[src/hdl/dgt_pkg.sv]
// Shared package for the delay-gradient trend detector.
// Holds field widths, operation and trend codes, register indexes and the stage-one struct.
// No dependencies.
package dgt_pkg;

	localparam int TS_W        = 48;
	localparam int OP_W        = 2;
	localparam int TREND_W     = 2;
	localparam int MIN_W       = 8;
	localparam int THR_W       = 10;
	localparam int CFG_IDX_W   = 2;
	localparam int CFG_DATA_W  = 10;

	localparam int WINDOW_DEPTH_DEF = 128;

	localparam logic [MIN_W-1:0] MIN_ENTRIES_RST = MIN_W'(50);
	localparam logic [THR_W-1:0] THRESHOLD_RST   = THR_W'(50);

	localparam logic [OP_W-1:0] OP_RECORD = 2'd0;
	localparam logic [OP_W-1:0] OP_QUERY  = 2'd1;
	localparam logic [OP_W-1:0] OP_CLEAR  = 2'd2;

	localparam logic [TREND_W-1:0] TREND_HOLD     = 2'd0;
	localparam logic [TREND_W-1:0] TREND_INCREASE = 2'd1;
	localparam logic [TREND_W-1:0] TREND_DECREASE = 2'd2;

	localparam logic [CFG_IDX_W-1:0] CFG_MIN_ENTRIES = 2'd0;
	localparam logic [CFG_IDX_W-1:0] CFG_THRESHOLD   = 2'd1;

	// (A - M) scaled to thousandths
	localparam logic signed [10:0] GRAD_SCALE = 11'sd1000;

	typedef struct packed {
		logic            hold;
		logic [TS_W-1:0] arr_new;
		logic [TS_W-1:0] arr_old;
		logic [TS_W-1:0] med_new;
		logic [TS_W-1:0] med_old;
	} dgt_s1_t;

endpackage

[src/hdl/dgt_trend_pipe.sv]
// Trend arithmetic pipeline: spans, excess, products, compare, output register.
// Bubble-collapsing stages with stall back-pressure to the window stage.
// Depends on dgt_pkg.
module dgt_trend_pipe (
	input  logic                       clk,
	input  logic                       arst_n,
	input  logic                       s1_valid,
	input  dgt_pkg::dgt_s1_t           s1_data,
	output logic                       s1_take,
	input  logic [dgt_pkg::THR_W-1:0]  threshold_permille,
	output logic                       out_valid,
	input  logic                       out_stall,
	output logic [dgt_pkg::TREND_W-1:0] trend
);
	import dgt_pkg::*;

	localparam int SPAN_W = TS_W + 1;
	localparam int EXC_W  = TS_W + 2;
	localparam int PROD_W = TS_W + 13;
	localparam int LIM_W  = TS_W + THR_W;

	logic                     v_s2, v_s3, v_s4, out_valid_q;
	logic                     ld_s2, ld_s3, ld_s4, ld_out;

	logic                     hold_s2, hold_s3, hold_s4;
	logic signed [SPAN_W-1:0] arr_span_s2, med_span_s2;
	logic signed [EXC_W-1:0]  excess_s3;
	logic [TS_W-1:0]          med_s3;
	logic signed [PROD_W-1:0] lhs_s4;
	logic [LIM_W-1:0]         limit_s4;
	logic [TREND_W-1:0]       trend_q;

	logic signed [PROD_W-1:0] limit_ext, limit_neg;
	logic [TREND_W-1:0]       trend_next;

	assign ld_out  = !out_valid_q || !out_stall;
	assign ld_s4   = !v_s4 || ld_out;
	assign ld_s3   = !v_s3 || ld_s4;
	assign ld_s2   = !v_s2 || ld_s3;
	assign s1_take = ld_s2;

	always_ff @(posedge clk or negedge arst_n) begin
		if (!arst_n) begin
			v_s2        <= 1'b0;
			v_s3        <= 1'b0;
			v_s4        <= 1'b0;
			out_valid_q <= 1'b0;
		end else begin
			if (ld_s2)
				v_s2 <= s1_valid;
			if (ld_s3)
				v_s3 <= v_s2;
			if (ld_s4)
				v_s4 <= v_s3;
			if (ld_out)
				out_valid_q <= v_s4;
		end
	end

	always_ff @(posedge clk) begin
		if (ld_s2) begin
			hold_s2     <= s1_data.hold;
			arr_span_s2 <= $signed({1'b0, s1_data.arr_new}) - $signed({1'b0, s1_data.arr_old});
			med_span_s2 <= $signed({1'b0, s1_data.med_new}) - $signed({1'b0, s1_data.med_old});
		end
		if (ld_s3) begin
			// media span must be strictly positive
			hold_s3   <= hold_s2 || med_span_s2[SPAN_W-1] || (med_span_s2 == '0);
			excess_s3 <= EXC_W'(arr_span_s2) - EXC_W'(med_span_s2);
			med_s3    <= med_span_s2[TS_W-1:0];
		end
		if (ld_s4) begin
			hold_s4  <= hold_s3;
			lhs_s4   <= PROD_W'(excess_s3) * PROD_W'(GRAD_SCALE);
			limit_s4 <= LIM_W'(threshold_permille) * LIM_W'(med_s3);
		end
		if (ld_out)
			trend_q <= trend_next;
	end

	assign limit_ext = $signed(PROD_W'(limit_s4));
	assign limit_neg = -limit_ext;

	always_comb begin
		priority if (hold_s4)
			trend_next = TREND_HOLD;
		else if (lhs_s4 > limit_ext)
			trend_next = TREND_DECREASE;
		else if (lhs_s4 < limit_neg)
			trend_next = TREND_INCREASE;
		else
			trend_next = TREND_HOLD;
	end

	assign out_valid = out_valid_q;
	assign trend     = trend_q;

endmodule

[config.mk]
export PLATFORM = sky130hd
export DESIGN_NAME = dgt_trend_pipe
export DESIGN_NICKNAME = d
export VERILOG_FILES = /design/src/hdl/dgt_pkg.sv /design/src/hdl/dgt_trend_pipe.sv
export SDC_FILE = /design/constraint.sdc
export NUM_CORES = 2
export LEC_CHECK = 0
export BUFFER_PORTS_ARGS = -buffer_cell sky130_fd_sc_hd__buf_4
export CORE_MARGIN = 5
export CORE_UTILIZATION = 38
export DETAILED_ROUTE_END_ITERATION = 8
export HOLD_SLACK_MARGIN = 0.1
export PLACE_DENSITY = 0.51
export SYNTH_ARGS = -nofsm -noshare
export SYNTH_HDL_FRONTEND = slang
export SYNTH_SLANG_ARGS = --single-unit
[constraint.sdc]
create_clock -name clk -period 8.3 [get_ports clk]
set_clock_uncertainty 0.15 [all_clocks]
set_input_delay 0.83 -clock clk [delete_from_list [all_inputs] [get_ports clk]]
set_output_delay 0.83 -clock clk [all_outputs]
set_load 0.1 [all_outputs]
==> results.json <==
{
  "outcome": "finished clean",
  "tns_ns": 0,
  "yosysMostFrequentCell": "inv_1",
  "fillerInstances": 11741,
  "grtUsageTotal_pct": 19.29,
  "drt-total-wl_um": 120400,
  "grt_pass1_vias": 33955,
  "hold_violations": 0,
  "slew_viol_final": 0,
  "yosys.area.top_type": "fa_1",
  "rrSetupSlack_ns": 1.31,
  "core_area_um2": 117600,
  "antenna_found_initial": 1,
  "vias": 32430,
  "crit_start": "med_s3[6]",
  "synth.yosys.seq_area_share_pct": 21.48,
  "port_buffers": 210,
  "grt_max_degree": 76,
  "worstPathArrival_ns": 7.13,
  "hp-start": "s1_data[192]",
  "syn_to_final_growth_pct": 9.612,
  "rows": 126,
  "cts_tree": "yes",
  "wl_per_cell_um": 19.26,
  "rr_endpoint": "limit_s4[45]",
  "worstSkewPairLatency_ns": 0.58,
  "ant_nets": 0,
  "period_share_pct": 84.23,
  "viasPerCell": 5.186,
  "fin_util_pct": 41.75,
  "cts_buffers": 39,
  "clockBufferDepth": 3,
  "drv_cap": 0,
  "drive_gt1_share_pct": 6.678,
  "avgSynthCellArea_um2": 9.782,
  "synth_ff_type": "edfxtp_1",
  "overflow": 0,
  "initial_core_util_pct": 38.08,
  "critPathKind": "flip-flop to flip-flop",
  "yosys-top-cells-area": "fa_1 25%, edfxtp_1 21%, ha_1 14%, inv_1 5.2%, xnor2_1 3.9%",
  "slew_headroom_pct": 34.13,
  "synth_enable_flop_cells": 317,
  "cts_setup_buffers": 0,
  "yosys_warnings": 0,
  "critPathRequiredTime_ns": 8.44,
  "grt_pass1_wl_um": 193200,
  "fin_nets": 5976,
  "synthCells": 4579,
  "netlist.area_leader.share_pct": 25.21,
  "synth-seq-cells": 321,
  "rsz0062_at_grt": "no",
  "dp_slack_ns": 0.8633,
  "drt_iter0_drc": 1848,
  "fin_cells": 6253,
  "endpoint": "limit_s4[45]",
  "ios": 211,
  "cp-start-kind": "flip-flop",
  "syn-cell-area_um2": 44790,
  "drc": 0,
  "cts-root-buf": "clkbuf_16",
  "syn_nets": 5865,
  "dp_hpwl_um": 101200,
  "cts_sinks": 321,
  "gp_congestion": 0.8831,
  "place_inst": 6184,
  "async_flop_share_pct": 1.246,
  "worst_slew_pin_slew_ns": 0.9880,
  "diodes": 0,
  "fp.dieW_um": 353.3,
  "dieArea_um2": 124800,
  "crit_fanout": 10,
  "path_clk_slew_ns": 0.06,
  "die_y_um": 353.3,
  "hold_class": "primary input to flip-flop",
  "max_freq_mhz": 143.0,
  "htree_levels": 2,
  "rr_startpoint": "med_s3[6]",
  "detail_route.first_pass.iterations": 7,
  "fin_ws_ns": 1.309,
  "synth_common_cells": "624 x inv_1, 564 x fa_1, 515 x ha_1",
  "endpoint_kind": "flip-flop",
  "period_minus_slack_ns": 6.991,
  "finalSetupViolations": 0,
  "ys_types": 81,
  "reg2reg_depth": 17
}
## registers in the layout (all words and copies together), names as in the netlist
signal and flops:
out_valid 1, hold_s3 1, v_s4 1, hold_s2 1
hold_s4 1, lhs_s4 58, excess_s3 50, trend 2
med_s3 48, limit_s4 58, med_span_s2 49, arr_span_s2 49
v_s2 1, v_s3 1
## per-stage QoR
step	hold WS [ns]	instance area, µm²
after detailed placement	0.2580	47800
after global placement	0.2556	47800
after floorplan	0.2503	44790
after global routing	0.2505	49100
after CTS	0.2389	49100
final	0.2804	49100
## layout by cell type, fill, tap and decap left out, types with 9 or more instances in the layout
cell	synthesis	layout
inv_1	624	624
fa_1	564	564
ha_1	515	515
nand2_1	399	398
edfxtp_1	317	317
a21oi_1	275	275
and2_1	269	269
buf_4	0	216
xnor2_1	199	199
a21o_1	183	183
nor2_1	166	166
o21ai_0	161	161
xor2_1	87	87
nand3_1	69	68
nand4_1	63	63
nor3_1	47	47
clkbuf_16	0	39
a31oi_1	38	38
nand2b_1	37	37
o21bai_1	36	36
nor2b_1	35	35
o21a_1	31	31
nor4_1	29	29
and3_1	28	28
a211oi_1	22	22
o31ai_1	18	18
or3_1	15	15
and4_1	14	14
a221oi_1	14	14
a21boi_0	13	13
a31o_2	11	11
or2_2	11	11
o211ai_1	11	11
clkinv_1	0	9
## metal layers
metal	global-route usage (%)	up-vias	share of wire (%)
met5	0	-	0
met4	4.852	0	2.7
met3	2.619	98	4.3
met2	31.23	668	46
met1	27.43	15903	47
li1	-	15761	-
## how the worst min path moves through the flow
stage,endpoint,slack [ns],cells past startpoint
global route,hold_s2,0.25,1
CTS,hold_s2,0.24,1
detailed placement,hold_s4,0.26,0
finish,hold_s2,0.28,1
floorplan,hold_s4,0.25,0
global placement,hold_s4,0.26,0
## worst max-delay path, cell delays in order (launching register included)
cell and delay, ns:
edfxtp_1 0.71, and2_1 0.33, fa_1 0.52, fa_1 0.60, fa_1 0.44, fa_1 0.52, fa_1 0.43, ha_1 0.36
a21oi_1 0.16, o21ai_0 0.17, a211oi_1 0.40, nor4b_1 0.14, a21oi_1 0.38, a21oi_1 0.22, a31o_2 0.31, a221oi_1 0.46
o21ai_0 0.21, xor2_1 0.18
## logic make-up after synthesis
family                     count (synthesis)  synth area share, %
and+or+nand+nor                         1210                13.75
adders and majority gates               1079                39.59
AOI/OAI and AO/OA                        908                13.02
buffers and inverters                    771                6.475
DFF                                      321                21.48
xor gates and xnor gates                 286                5.592
muxes                                      4              0.08939
## timing repair
action / in CTS / in global routing
gates resized for setup: 0 / 0
hold endpoints to repair: 4 / 0
hold buffers: 1 / 0
## area by class of cell
type | count | area (µm²) | area share [%]
Multi-Input combinational cell | 3487 | 32290 | 65.77
Sequential cell | 321 | 9619 | 19.59
Inverter | 624 | 2342 | 4.771
Tap cell | 1536 | 1922 | 3.914
Timing Repair Buffer | 217 | 1632 | 3.323
Clock buffer | 44 | 1005 | 2.046
Clock inverter | 24 | 285.3 | 0.5811
Power is left out: the tool's default activity adds up to more than one toggle a clock period on the data nets, which glitch-free logic cannot reach.
